**config.mk**
```make
export PLATFORM = sky130hd
export DESIGN_NAME = oldest_first_request_panel_flat
export DESIGN_NICKNAME = d
export VERILOG_FILES = /design/src/rtl/opr_pkg.sv /design/src/rtl/opr_if.sv /design/src/rtl/oldest_first_request_panel.sv /design/src/flat_wrapper.sv
export SDC_FILE = /design/constraint.sdc
export NUM_CORES = 1
export LEC_CHECK = 0
export ABC_AREA = 1
export BUFFER_PORTS_ARGS = -buffer_cell sky130_fd_sc_hd__buf_4
export CAP_MARGIN = 20
export CORE_AREA = 2 2 145 147
export DETAILED_ROUTE_END_ITERATION = 7
export DIE_AREA = 0 0 147 149
export GPL_TIMING_DRIVEN = 1
export HOLD_SLACK_MARGIN = 0.06
export PLACE_DENSITY = 0.85
export SLEW_MARGIN = 10
export SYNTH_ARGS = -nofsm -noshare
export SYNTH_HDL_FRONTEND = slang
export SYNTH_SLANG_ARGS = --single-unit
```
**constraint.sdc**
```tcl
create_clock -name clock -period 12.7 [get_ports clock]
set_input_delay 1.27 -clock clock [delete_from_list [all_inputs] [get_ports clock]]
set_output_delay 1.27 -clock clock [all_outputs]
set_load 0.02 [all_outputs]
```
**src/rtl/opr_pkg.sv**
```systemverilog
package opr_pkg;

   // field widths of the request and response words
   localparam int CMD_W  = 2;
   localparam int IDX_W  = 4;
   localparam int MASK_W = 16;
   localparam int CNT_W  = 5;

   localparam int NUM_BUTTONS_DEFAULT = 16;

   typedef logic [CMD_W-1:0] cmd_type;
   typedef logic [CNT_W-1:0] count_type;

   // command codes, code 3 behaves as status only
   localparam cmd_type CMD_PRESS  = 2'd0;
   localparam cmd_type CMD_CLEAR  = 2'd1;
   localparam cmd_type CMD_STATUS = 2'd2;

   localparam count_type BUTTONS_IN_USE_RESET = 5'd16;

endpackage

```
**src/rtl/opr_if.sv**
```systemverilog
interface opr_req_if import opr_pkg::*; ();
   logic             valid;
   logic             ready;
   logic [CMD_W-1:0] command;
   logic [IDX_W-1:0] button_index;

   modport source (output valid, output command, output button_index, input ready);
   modport sink   (input valid, input command, input button_index, output ready);
endinterface

interface opr_rsp_if import opr_pkg::*; ();
   logic              valid;
   logic              ready;
   logic              first_lit_valid;
   logic [IDX_W-1:0]  first_lit_index;
   logic              any_lit;
   logic [MASK_W-1:0] lit_mask;

   modport source (output valid, output first_lit_valid, output first_lit_index,
                   output any_lit, output lit_mask, input ready);
   modport sink   (input valid, input first_lit_valid, input first_lit_index,
                   input any_lit, input lit_mask, output ready);
endinterface

```
**src/rtl/oldest_first_request_panel.sv**
```systemverilog
// Oldest-first request panel. Each request word presses, clears or just polls one
// button; each word gives exactly one response word holding the oldest lit button,
// an any-lit flag and the lit mask as they stand after that word. Press order is
// kept in an age matrix (row i holds the buttons that i is older than), so the
// oldest lit button is the one whose row covers every other lit button. A word
// passes the input register, then its state update and oldest-button search go
// into the response register; one word is taken every cycle unless the response
// channel stalls, as lit flags and age matrix update combinationally. Presses and
// clears at or above csr_wdata's button count are ignored. The user, not the block,
// sees that the count is written through csr_we/csr_wdata while no word is in flight.
module oldest_first_request_panel import opr_pkg::*; #(
   parameter int NUM_BUTTONS = NUM_BUTTONS_DEFAULT
) (
   input  logic              clock,
   input  logic              reset,
   opr_req_if.sink           req_chan,
   opr_rsp_if.source         rsp_chan,
   input  logic              csr_we,
   input  logic [CNT_W-1:0]  csr_wdata
);

   // lit vector padded so the 16-bit mask can always be sliced from it
   localparam int WIDE_W = (NUM_BUTTONS > MASK_W) ? NUM_BUTTONS : MASK_W;

   // configuration
   count_type            buttons_ff;

   // input register
   logic                 s1_valid_ff;
   cmd_type              s1_cmd_ff;
   logic [IDX_W-1:0]     s1_idx_ff;

   // panel state
   logic [NUM_BUTTONS-1:0] lit_ff;
   logic [NUM_BUTTONS-1:0] lit_in;
   logic [NUM_BUTTONS-1:0] older_ff [NUM_BUTTONS];
   logic [NUM_BUTTONS-1:0] older_in [NUM_BUTTONS];

   // response register
   logic                 rsp_valid_ff;
   logic                 first_valid_ff;
   logic [IDX_W-1:0]     first_index_ff;
   logic                 any_lit_ff;
   logic [MASK_W-1:0]    lit_mask_ff;

   // datapath signals
   logic                   req_fire;
   logic                   rsp_can_load;
   logic                   s1_fire;
   logic [NUM_BUTTONS-1:0] hit;
   logic                   idx_in_use;
   logic                   act;
   logic                   found;
   logic [IDX_W-1:0]       first_idx;
   logic [WIDE_W-1:0]      lit_wide;

   // handshakes: the input register moves whenever the response register is free or being read
   assign rsp_can_load   = !rsp_valid_ff || rsp_chan.ready;
   assign s1_fire        = s1_valid_ff && rsp_can_load;
   assign req_chan.ready = !s1_valid_ff || rsp_can_load;
   assign req_fire       = req_chan.valid && req_chan.ready;

   // one-hot decode of the named button, empty beyond the panel width
   always_comb begin
      for (int k = 0; k < NUM_BUTTONS; k++) begin
         hit[k] = (int'(s1_idx_ff) == k);
      end
   end

   // index must also sit below the configured count
   assign idx_in_use = ({1'b0, s1_idx_ff} < buttons_ff);
   assign act        = s1_fire && idx_in_use;

   // state update: a press of an unlit button makes it the youngest, a clear unlights it
   always_comb begin
      lit_in   = lit_ff;
      older_in = older_ff;
      if (act) begin
         case (s1_cmd_ff)
            CMD_PRESS: begin
               if ((lit_ff & hit) == '0) begin
                  lit_in = lit_ff | hit;
                  for (int j = 0; j < NUM_BUTTONS; j++) begin
                     if (hit[j]) begin
                        older_in[j] = '0;
                     end else begin
                        older_in[j] = older_ff[j] | hit;
                     end
                  end
               end
            end
            CMD_CLEAR: begin
               lit_in = lit_ff & ~hit;
            end
            default: begin
            end
         endcase
      end
   end

   // oldest lit button: its row covers all other lit buttons, lowest index wins
   always_comb begin
      found     = 1'b0;
      first_idx = '0;
      for (int i = NUM_BUTTONS - 1; i >= 0; i--) begin
         if (lit_in[i] &&
             ((older_in[i] & (lit_in & ~(NUM_BUTTONS'(1) << i))) ==
              (lit_in & ~(NUM_BUTTONS'(1) << i)))) begin
            found     = 1'b1;
            first_idx = IDX_W'(i);
         end
      end
   end

   assign lit_wide = WIDE_W'(lit_in);

   // configuration register
   always_ff @(posedge clock) begin
      if (reset) begin
         buttons_ff <= BUTTONS_IN_USE_RESET;
      end else if (csr_we) begin
         buttons_ff <= csr_wdata;
      end
   end

   // input register
   always_ff @(posedge clock) begin
      if (reset) begin
         s1_valid_ff <= 1'b0;
      end else if (req_fire) begin
         s1_valid_ff <= 1'b1;
      end else if (s1_fire) begin
         s1_valid_ff <= 1'b0;
      end
   end

   always_ff @(posedge clock) begin
      if (req_fire) begin
         s1_cmd_ff <= req_chan.command;
         s1_idx_ff <= req_chan.button_index;
      end
   end

   // lit flags and age matrix
   always_ff @(posedge clock) begin
      if (reset) begin
         lit_ff <= '0;
         for (int r = 0; r < NUM_BUTTONS; r++) begin
            older_ff[r] <= '0;
         end
      end else begin
         lit_ff   <= lit_in;
         older_ff <= older_in;
      end
   end

   // response register
   always_ff @(posedge clock) begin
      if (reset) begin
         rsp_valid_ff <= 1'b0;
      end else if (s1_fire) begin
         rsp_valid_ff <= 1'b1;
      end else if (rsp_chan.ready) begin
         rsp_valid_ff <= 1'b0;
      end
   end

   always_ff @(posedge clock) begin
      if (s1_fire) begin
         first_valid_ff <= found;
         first_index_ff <= first_idx;
         any_lit_ff     <= |lit_in;
         lit_mask_ff    <= lit_wide[MASK_W-1:0];
      end
   end

   assign rsp_chan.valid           = rsp_valid_ff;
   assign rsp_chan.first_lit_valid = first_valid_ff;
   assign rsp_chan.first_lit_index = first_index_ff;
   assign rsp_chan.any_lit         = any_lit_ff;
   assign rsp_chan.lit_mask        = lit_mask_ff;

   // a lit panel always has an oldest button
   a_oldest_exists: assert property (@(posedge clock) disable iff (reset)
      rsp_valid_ff |-> (any_lit_ff == first_valid_ff))
      else $error("lit panel without an oldest button");

   // the reported oldest button is lit
   a_oldest_is_lit: assert property (@(posedge clock) disable iff (reset)
      (rsp_valid_ff && first_valid_ff) |-> lit_mask_ff[first_index_ff])
      else $error("oldest button not in lit mask");

   // an in-range press leaves the button lit
   a_press_lights: assert property (@(posedge clock) disable iff (reset)
      (act && (s1_cmd_ff == CMD_PRESS) && (hit != '0)) |=> ((lit_ff & $past(hit)) != '0))
      else $error("press did not light the button");

endmodule

```
**src/flat_wrapper.sv**
```systemverilog
// flat-port wrapper written by rule: the top's interface ports become plain ports
module oldest_first_request_panel_flat import opr_pkg::*;
#(
   parameter int NUM_BUTTONS = NUM_BUTTONS_DEFAULT
)
  (clock, reset, csr_we, csr_wdata, req_chan_valid, req_chan_command, req_chan_button_index, req_chan_ready, rsp_chan_valid, rsp_chan_first_lit_valid, rsp_chan_first_lit_index, rsp_chan_any_lit, rsp_chan_lit_mask, rsp_chan_ready);
  opr_req_if req_chan_i ();
  opr_rsp_if rsp_chan_i ();
  input  logic clock;
  input  logic reset;
  input  logic csr_we;
  input  logic [CNT_W-1:0] csr_wdata;
  input wire logic [$bits(req_chan_i.valid)-1:0] req_chan_valid;
  input wire logic [$bits(req_chan_i.command)-1:0] req_chan_command;
  input wire logic [$bits(req_chan_i.button_index)-1:0] req_chan_button_index;
  output wire logic [$bits(req_chan_i.ready)-1:0] req_chan_ready;
  output wire logic [$bits(rsp_chan_i.valid)-1:0] rsp_chan_valid;
  output wire logic [$bits(rsp_chan_i.first_lit_valid)-1:0] rsp_chan_first_lit_valid;
  output wire logic [$bits(rsp_chan_i.first_lit_index)-1:0] rsp_chan_first_lit_index;
  output wire logic [$bits(rsp_chan_i.any_lit)-1:0] rsp_chan_any_lit;
  output wire logic [$bits(rsp_chan_i.lit_mask)-1:0] rsp_chan_lit_mask;
  input wire logic [$bits(rsp_chan_i.ready)-1:0] rsp_chan_ready;
  assign req_chan_i.valid = req_chan_valid;
  assign req_chan_i.command = req_chan_command;
  assign req_chan_i.button_index = req_chan_button_index;
  assign req_chan_ready = req_chan_i.ready;
  assign rsp_chan_valid = rsp_chan_i.valid;
  assign rsp_chan_first_lit_valid = rsp_chan_i.first_lit_valid;
  assign rsp_chan_first_lit_index = rsp_chan_i.first_lit_index;
  assign rsp_chan_any_lit = rsp_chan_i.any_lit;
  assign rsp_chan_lit_mask = rsp_chan_i.lit_mask;
  assign rsp_chan_i.ready = rsp_chan_ready;
  oldest_first_request_panel #(.NUM_BUTTONS(NUM_BUTTONS)) u_core (.clock(clock), .reset(reset), .req_chan(req_chan_i), .rsp_chan(rsp_chan_i), .csr_we(csr_we), .csr_wdata(csr_wdata));
endmodule
```
Word-level counts from Yosys, hierarchy flattened
Cells that the tools add are included.
{ "classes": {"order_cmp": 1, "n_eq_ne": 32, "muxes": 42, "bitwise_logic": 36, "n_reduce_logical": 33} }
{ "op_table": {"columns": ["operator", "n"], "rows": [
  ["2-to-1 mux 256 bit", 3],
  ["2-to-1 mux 16 bit", 18],
  ["AND 16 bit", 17],
  ["OR 16 bit", 17],
  ["equality test 16 bit", 15],
  ["equality test 4 bit (second input constant)", 8],
  ["2-to-1 mux 4 bit", 8],
  ["case mux 16 bit (2 select lines)", 1],
  ["logical AND 1 bit", 19],
  ["AND 16 x 15 -> 16 bit", 1],
  ["equality test 16 x 15 -> 1 bit", 1],
  ["equality test 4 x 3 -> 1 bit (second input constant)", 4],
  ["zero test 16 bit", 1],
  ["inverter 16 bit", 1],
  ["OR reduction 16 bit", 1],
  ["OR reduction 15 bit", 1],
  ["2-to-1 mux 3 bit", 4],
  ["equality test 4 x 2 -> 1 bit (second input constant)", 2],
  ["OR reduction 8 bit", 1],
  ["2-to-1 mux 1 bit", 6],
  ["less-than comparator 4 x 5 -> 1 bit", 1],
  ["equality test 4 x 1 -> 1 bit (second input constant)", 1],
  ["zero test 4 bit", 1],
  ["2-to-1 mux 2 bit", 2],
  ["7 further kinds", 10]
]} }
{ "word_totals": {"register_bits": 307, "inputBits": 16, "output_inout_bits": 24, "elab_cells": 173} }

Logic depth before layout (Yosys ltp)
Gate-level depths: netlist (run 1).
{ "logic_depth": {"word_depth": 24, "ltp_mapped": 32, "depth_no_buf": 31} }

Worst setup path before layout (run 1)
OpenSTA, ideal clock, no wires.
{ "synth_path": {"path_kind": "input -> register", "startpoint": "input port rsp_chan_ready", "endpoint": "register u_core.first_index_ff[0] (netlist: u_core.rsp_chan.first_lit_index[0]) (data pin)", "setup_ps": 258, "t_arrival_ps": 4627, "required_time_ps": 12442, "setup_slack_ps": 7815, "path_stages": 27, "n_path_buf": 2, "path_cell_list": "inv_1 -> a21oi_1 -> nand4_1 -> inv_1 -> buf_2 -> buf_2 -> nand2_1 -> o21ai_1 -> inv_1 -> a21oi_1 -> nand2_1 -> nor2_1 -> nand2_1 -> nand2_1 -> nand2_1 -> nand2_1 -> nand2_1 -> nand2_1 -> nand2_1 -> nand2_1 -> nand2_1 -> nand2_1 -> nand2_1 -> nand2_1 -> nand2_1 -> nand2_1 -> a21oi_1"} }
{ "synth_via": {"elab_chain_len": 22, "elab_cells_between_ends": 68, "cone_classes": "16 x eq/ne; 17 x mux; 16 x bitwise; 19 x reduce/logical"} }
{ "synth_rtl": {"columns": ["item", "line", "source"], "rows": [
  ["from (decl)", "flat_wrapper.sv:22", "input wire logic [$bits(rsp_chan_i.ready)-1:0] rsp_chan_ready;"],
  ["logical OR 1 bit (*)", "oldest_first_request_panel.sv:58", "assign rsp_can_load = !rsp_valid_ff || rsp_chan.ready;"],
  ["logical AND 1 bit (*)", "oldest_first_request_panel.sv:59", "assign s1_fire = s1_valid_ff && rsp_can_load;"],
  ["via u_core.s1_fire", "oldest_first_request_panel.sv:49", "logic s1_fire;"],
  ["logical AND 1 bit (*)", "oldest_first_request_panel.sv:72", "assign act = s1_fire && idx_in_use;"],
  ["2-to-1 mux 256 bit or 2-to-1 mux 16 bit (tied branches)", "oldest_first_request_panel.sv:78", "if (act) begin"],
  ["AND 16 x 15 -> 16 bit", "oldest_first_request_panel.sv:107", "((older_in[i] & (lit_in & ~(NUM_BUTTONS'(1) << i))) =="],
  ["equality test 16 x 15 -> 1 bit", "oldest_first_request_panel.sv:107", null],
  ["logical AND 1 bit", "oldest_first_request_panel.sv:106", "if (lit_in[i] &&"],
  ["2-to-1 mux 4 bit (8 in series)", "oldest_first_request_panel.sv:106", null],
  ["2-to-1 mux 3 bit (4 in series)", "oldest_first_request_panel.sv:106", null],
  ["2-to-1 mux 2 bit (2 in series)", "oldest_first_request_panel.sv:106", null],
  ["2-to-1 mux 1 bit", "oldest_first_request_panel.sv:106", null],
  ["to (signal assigned)", "oldest_first_request_panel.sv:171", "first_index_ff <= first_idx;"],
  ["to (decl)", "oldest_first_request_panel.sv:42", "logic [IDX_W-1:0] first_index_ff;"]
]} }
The timed path passes the listed nets; every way through them passes the cells marked *.
A chain may end at the register's enable or synchronous reset.

Final worst setup path (run 1)
{ "layout_path": {"startpoint": "input port rsp_chan_ready", "endpoint": "register u_core.first_index_ff[3] (netlist: u_core.rsp_chan.first_lit_index[3]) (data pin)"} }
{ "layout_via": {"elab_chain_len": 15, "elab_cells_between_ends": 62, "cone_classes": "16 x eq/ne; 10 x mux; 16 x bitwise; 20 x reduce/logical"} }
{ "layout_rtl": {"columns": ["item", "line"], "rows": [
  ["logical OR 1 bit (*)", "oldest_first_request_panel.sv:58"],
  ["logical AND 1 bit (*)", "oldest_first_request_panel.sv:59"],
  ["via u_core.s1_fire", "oldest_first_request_panel.sv:49"],
  ["logical AND 1 bit (*)", "oldest_first_request_panel.sv:72"],
  ["2-to-1 mux 256 bit or 2-to-1 mux 16 bit (tied branches)", "oldest_first_request_panel.sv:78"],
  ["AND 16 x 15 -> 16 bit", "oldest_first_request_panel.sv:107"],
  ["equality test 16 x 15 -> 1 bit", "oldest_first_request_panel.sv:107"],
  ["logical AND 1 bit", "oldest_first_request_panel.sv:106"],
  ["2-to-1 mux 4 bit (8 in series)", "oldest_first_request_panel.sv:106"]
]} }
Marked as above.

==> flow_metrics.env, run 1 <==
export IMPL_status="finished, final reports clean"
export IMPL_die_x_microns=147
export IMPL_postRouteAntennaNets=0
export IMPL_path_class="input port to flip-flop"
export IMPL_synth_most_common_cell="nand2_1"
export IMPL_p_per_area_nw_per_um2=145
export IMPL_synthMuxAreaShare_pct=0
export IMPL_synth_top_family_by_area="simple AND/OR/NAND/NOR gates"
export IMPL_htree_levels=1
export IMPL_relSlewSlack_pct=26.5
export IMPL_yosysUniqueCellTypes=37
export IMPL_grt_overflow=0
export IMPL_core_sq_um=20600
export IMPL_synth_cells_most_frequent="nand2_1 (335), nor2_1 (311), dfxtp_1 (263)"
export IMPL_cts_sinks=291
export IMPL_tightestPinTransition_ns=1.10
export IMPL_ys_seq_area_share_pct=51.1
export IMPL_synthesis_nets=1616
export IMPL_drcViolationCount=0
export IMPL_clk_path_buf_depth=3
export IMPL_wl_per_cell_microns=18.5
export IMPL_cts_setup_buffers=0
export IMPL_grt_pass1_wl_mm=55.5
export IMPL_fin_crit_sh_pct=40.2
export IMPL_synth_top_cell_area_share_pct=44.0
export IMPL_area_growth_pct=13.3
export IMPL_synthesis_area_sq_um=12000
export IMPL_synth_cells=1597
export IMPL_vias=11100
export IMPL_synth_seq_cells=291
export IMPL_total_power_w=0.00197
export IMPL_antenna_cells=0
export IMPL_drt_iter0_drc=1167
export IMPL_clk_latency_ns=0.57
export IMPL_finalSetupTns_ns=0
export IMPL_cts_buffers=29
export IMPL_ys_warnings_count=0
export IMPL_antenna_found_initial=0
export IMPL_critPathMaxFanout=49
export IMPL_avgViaCountPerCell=5.85
export IMPL_synth_top_area_cell="dfxtp_1"
export IMPL_drv_slew=0
export IMPL_gp_congestion=0.935
export IMPL_dp_slack_ns=7.22
export IMPL_ir_drop_uv=134
export IMPL_reg2reg_depth=16
export IMPL_ys_top_cells_by_area="dfxtp_1 (44%), nand2_1 (11%), nor2_1 (9.8%)"
export IMPL_drv_cap=0
export IMPL_rows=53
export IMPL_grt_setup_unrepaired="false"
export IMPL_drt_wl_total_mm=35.1
export IMPL_holdPathStages=2
export IMPL_synth_edff_count=28
export IMPL_synth_compound_area_share_pct=14.9
export IMPL_die_y_microns=149
export IMPL_start_util_pct=58.2
export IMPL_ys_async_sr_fraction_pct=0
export IMPL_final_setup_viol_count=0
export IMPL_finalNetCount=1624
export IMPL_hold_buffers=0
export IMPL_io_buffers=39
export IMPL_post_route_util_pct=65.9
export IMPL_first_pass_iters=8
export IMPL_synthAdderAreaFrac_pct=0.314
export IMPL_skew_ns=0.0173
export IMPL_dieArea_sq_um=21900
export IMPL_grt_pass1_vias=10500
export IMPL_drive_above_1_share_pct=8.91
export IMPL_start_kind="input port"
export IMPL_place_hpwl_mm=21.2
export IMPL_cts_tree="built"
export IMPL_cp_data_arrival_time_ns=5.43
export IMPL_ios=40
export IMPL_fmax_mhz=196
export IMPL_hold_viol=0
export IMPL_fin_ws_ns=7.60
export IMPL_hold_path_class="flip-flop to flip-flop"
export IMPL_synth_xor_area_share_pct=0
export IMPL_post_synth_cell_area_avg_sq_um=7.49
export IMPL_cp_required_ns=13.02
export IMPL_finalCriticalPeriod_ns=5.10
export IMPL_grt_usage_pct=32.0
export IMPL_synth_simple_area_share_pct=26.3
export IMPL_clk_pin_slew_worst_paths_ns=0.06
export IMPL_synth_main_ff_cell="dfxtp_1"
export IMPL_grt_max_degree=146
export IMPL_ctsResizeCount=0
export IMPL_clockRootBuffer="clkbuf_16"
export IMPL_power_leakage_nw=5.64
export IMPL_end_kind="flip-flop"
-- worst paths after layout --
kind / from / endpoint / slack (ns)
worst min-delay path: u_core.buttons_ff[2] / u_core.buttons_ff[2] / 0.48
worst max register to register: u_core.s1_idx_ff[2] / u_core.rsp_chan.first_lit_index[3] / 7.88
worst max-delay path: rsp_chan_ready / u_core.rsp_chan.first_lit_index[3] / 7.60
worst min register to register: u_core.buttons_ff[2] / u_core.buttons_ff[2] / 0.48
-- state kept, by name (all words and copies together), names as in the netlist, 2 cells and up --
register,flops
u_core.buttons_ff,5
u_core.s1_cmd_ff,2
u_core.older_ff,240
u_core.rsp_chan.first_lit_index,4
u_core.lit_ff,16
u_core.s1_idx_ff,4
u_core.rsp_chan.lit_mask,16
-- layer usage --
layer	wire length, microns	vias up	part of all wire [%]	global-route usage, %
met5	0	-	0	0
met4	2290	0	6.5	19.0
met3	4040	164	12	6.57
met2	15500	699	44	50.1
met1	13300	5049	38	41.2
li1	-	5226	-	-
-- layout by cell type (no fill, tap or decap), types with 20 or more instances in the layout --
cell       count
clkbuf_16     30
edfxtp_1      28
nand2_1      335
a22o_1        20
dfxtp_1      263
inv_1        131
nand4_1       38
buf_4         64
nor2_1       311
nand3_1       43
o21ai_0      195
o21ai_1       37
-- area by class of cell --
type	instances	area [sq um]
fillers	1693	7010
flip-flops and latches	291	6110
multi-input cells	1079	4970
clock buffers	37	827
repair buffers	66	519
inverters	138	518
well taps	275	344
clock inverters	17	258
-- per-stage QoR --
stage | area (sq um) | hold slack, ns | instances
finish | 13500 | 0.485 | 1903
global route | 13500 | 0.507 | 1903
CTS | 13500 | 0.480 | 1902
detailed placement | 12400 | 0.472 | 1848
global placement | 12400 | 0.456 | 1847
floorplan | 12000 | 0.441 | 1597
-- critical path, stage by stage --
cell and delay, ns:
buf_4 0.07, inv_1 0.06, a21oi_2 0.12, buf_4 0.35, nand4_1 0.13, inv_1 0.07
buf_4 0.44, nand4_1 0.67, inv_1 0.76, o21ai_0 0.24, nand2_1 0.12, nand4_1 0.11
nor4_1 0.61, nor2_1 0.16, nand2_1 0.15, nor3_1 0.06
-- logic make-up (layout without fill, tap and decap cells) --
logic type                 count (synthesis)  after routing
buffers and inverters                    227            258
and+or+nand+nor                          761            761
adders and majority gates                  3              3
AOI/OAI and AO/OA                        315            315
DFF                                      291            291
-- power breakdown --
group | switching [W] | total, W | internal (W)
Sequential | 0.00000501 | 0.000941 | 0.000936
Clock | 0.000368 | 0.000953 | 0.000585
Combinational | 0.0000548 | 0.0000769 | 0.0000221
No activity file was read; power rests on OpenSTA's default activity.
==> run 2: changes to the inputs <==
==> constraint.sdc (replaced) <==
create_clock -name clock -period 4.89 [get_ports clock]
set_input_delay 0.489 -clock clock [delete_from_list [all_inputs] [get_ports clock]]
set_output_delay 0.489 -clock clock [all_outputs]
set_load 0.02 [all_outputs]
==> flow_metrics.env, run 2 (same netlist as run 1, synthesis figures left out) <==
export IMPL_status="complete, but fails checks"
export IMPL_violations="DRC"
export IMPL_slowest_stage="nor2_2"
export IMPL_layout_common_cells="nand2_1 (335), nor2_1 (311), dfxtp_1 (263)"
export IMPL_crit_family="simple AND/OR/NAND/NOR gates"
export IMPL_hold_path_class="input port to flip-flop"
export IMPL_drt_wl_total_mm=36.6
export IMPL_vias=11400
export IMPL_worstSetupEndpoint="u_core.rsp_chan.first_lit_valid"
export IMPL_post_route_util_pct=65.6
export IMPL_drv_cap=0
export IMPL_min_from="req_chan_command[1]"
export IMPL_drive_above_1_share_pct=9.33
export IMPL_place_hpwl_mm=23.3
export IMPL_power_leakage_nw=5.62
export IMPL_gp_congestion=0.941
export IMPL_path_class="flip-flop to flip-flop"
export IMPL_first_pass_iters=8
export IMPL_die_x_microns=147
export IMPL_cts_sinks=291
export IMPL_fin_crit_sh_pct=91.2
export IMPL_fill_cells=1729
export IMPL_clk_path_buf_depth=3
export IMPL_ctsResizeCount=0
export IMPL_finalCriticalPeriod_ns=4.46
export IMPL_antenna_found_initial=0
export IMPL_critPathMaxFanout=17
export IMPL_dieArea_sq_um=21900
export IMPL_io_buffers=39
export IMPL_hold_buffers=0
export IMPL_start_util_pct=58.2
export IMPL_start_kind="flip-flop"
export IMPL_avgViaCountPerCell=5.92
export IMPL_worst_path_stages=18
export IMPL_cts_setup_buffers=0
export IMPL_cp_data_arrival_time_ns=4.78
export IMPL_grt_usage_pct=32.9
export IMPL_fin_ws_ns=0.431
export IMPL_largest_register="u_core.older_ff"
export IMPL_ir_drop_uv=278
export IMPL_regToRegStartpoint="u_core.s1_idx_ff[1]"
export IMPL_placed_cell_area_sq_um=12600
export IMPL_largest_register_ffs=240
export IMPL_postRouteAntennaNets=0
export IMPL_hold_viol=0
export IMPL_p_per_area_nw_per_um2=354
export IMPL_drv_slew=0
export IMPL_skew_ns=0.0164
export IMPL_startpoint="u_core.s1_idx_ff[1]"
export IMPL_cp_num_buf_inv=1
export IMPL_drcViolationCount=4
export IMPL_clockRootBuffer="clkbuf_16"
export IMPL_reg2reg_depth=18
export IMPL_rr_endpoint="u_core.rsp_chan.first_lit_valid"
export IMPL_grt_pass1_vias=10600
export IMPL_r2r_setup_slack_ns=0.43
export IMPL_ios=40
export IMPL_clk_pin_slew_worst_paths_ns=0.06
export IMPL_core_sq_um=20600
export IMPL_cp_cell_sequence="nand2_1 > nor2_1 > nand2_1 > nand2_1 > nor2_1 > nand2_1 > nor2_8 > nand3_4 > nor2_2 > inv_1 > o21ai_0 > nand2_1 > nand4_1 > a211oi_1 > nand3_1 > nand4_1 > nor2_1 > nand2_1"
export IMPL_grt_max_degree=135
export IMPL_cp_required_ns=5.21
export IMPL_grt_overflow=0
export IMPL_htree_levels=1
export IMPL_area_growth_pct=12.8
export IMPL_cts_tree="built"
export IMPL_dp_slack_ns=0.705
export IMPL_clk_latency_ns=0.57
export IMPL_slowest_delay_ns=0.85
export IMPL_drt_iter0_drc=1637
export IMPL_register_area_sq_um=6110
export IMPL_cts_buffers=29
export IMPL_wl_per_cell_microns=19.1
export IMPL_end_kind="flip-flop"
export IMPL_die_y_microns=149
export IMPL_total_power_w=0.00478
export IMPL_relSlewSlack_pct=21.4
export IMPL_grt_setup_unrepaired="false"
export IMPL_critPathMostFrequentCell="nand2_1"
export IMPL_final_setup_viol_count=0
export IMPL_grt_pass1_wl_mm=56.8
export IMPL_fmax_mhz=224
export IMPL_finalSetupTns_ns=0
export IMPL_final_common_cell="nand2_1"
export IMPL_rows=53
export IMPL_final_area_sq_um=13500
export IMPL_finalNetCount=1639
export IMPL_tightestPinTransition_ns=1.17
export IMPL_multi_input_area_sq_um=4980
run 2: changes by cell type in the layout (fill, tap and decap cells not counted), moves of 2 or more:
cell       previous run  this run
clkbuf_8              5         7
buf_4                64        79
clkbuf_1              2         7
bufinv_16             6         0
clkinv_2              8         5
run 2: how the worst min path moves through the flow:
stage	cells after the start	endpoint
3_5_place_dp	2	u_core.buttons_ff[2]
4_1_cts	1	u_core.s1_cmd_ff[1]
2_1_floorplan	2	u_core.buttons_ff[0]
6_report	1	u_core.s1_cmd_ff[1]
5_1_grt	1	u_core.s1_idx_ff[2]
3_3_place_gp	2	u_core.buttons_ff[0]
run 2: final cells by class:
cell class	count	area share, %
Multi-Input combinational cell	1079	36.9
Clock inverter	8	0.455
Inverter	138	3.84
Timing Repair Buffer	81	4.63
Sequential cell	291	45.3
Clock buffer	43	6.29
Tap cell	275	2.55
Antenna cell	1	0.0186
run 2: power by group:
group | switching (W) | internal, W | total [W]
Sequential | 0.0000129 | 0.00243 | 0.00244
Clock | 0.000929 | 0.00120 | 0.00213
Combinational | 0.000147 | 0.0000577 | 0.000205
run 2: per-layer routing:
layer	part of all wire (%)	GRT usage [%]
met5	0	0
met1	38	43.6
met4	5.7	16.3
met2	43	51.5
met3	13	6.85
run 2: metrics by stage:
step                hold slack, ns  cells
finish                       0.101   1916
global route                0.0976   1915
CTS                         0.0922   1915
detailed placement           0.469   1864
global placement             0.462   1863
floorplan                    0.441   1597
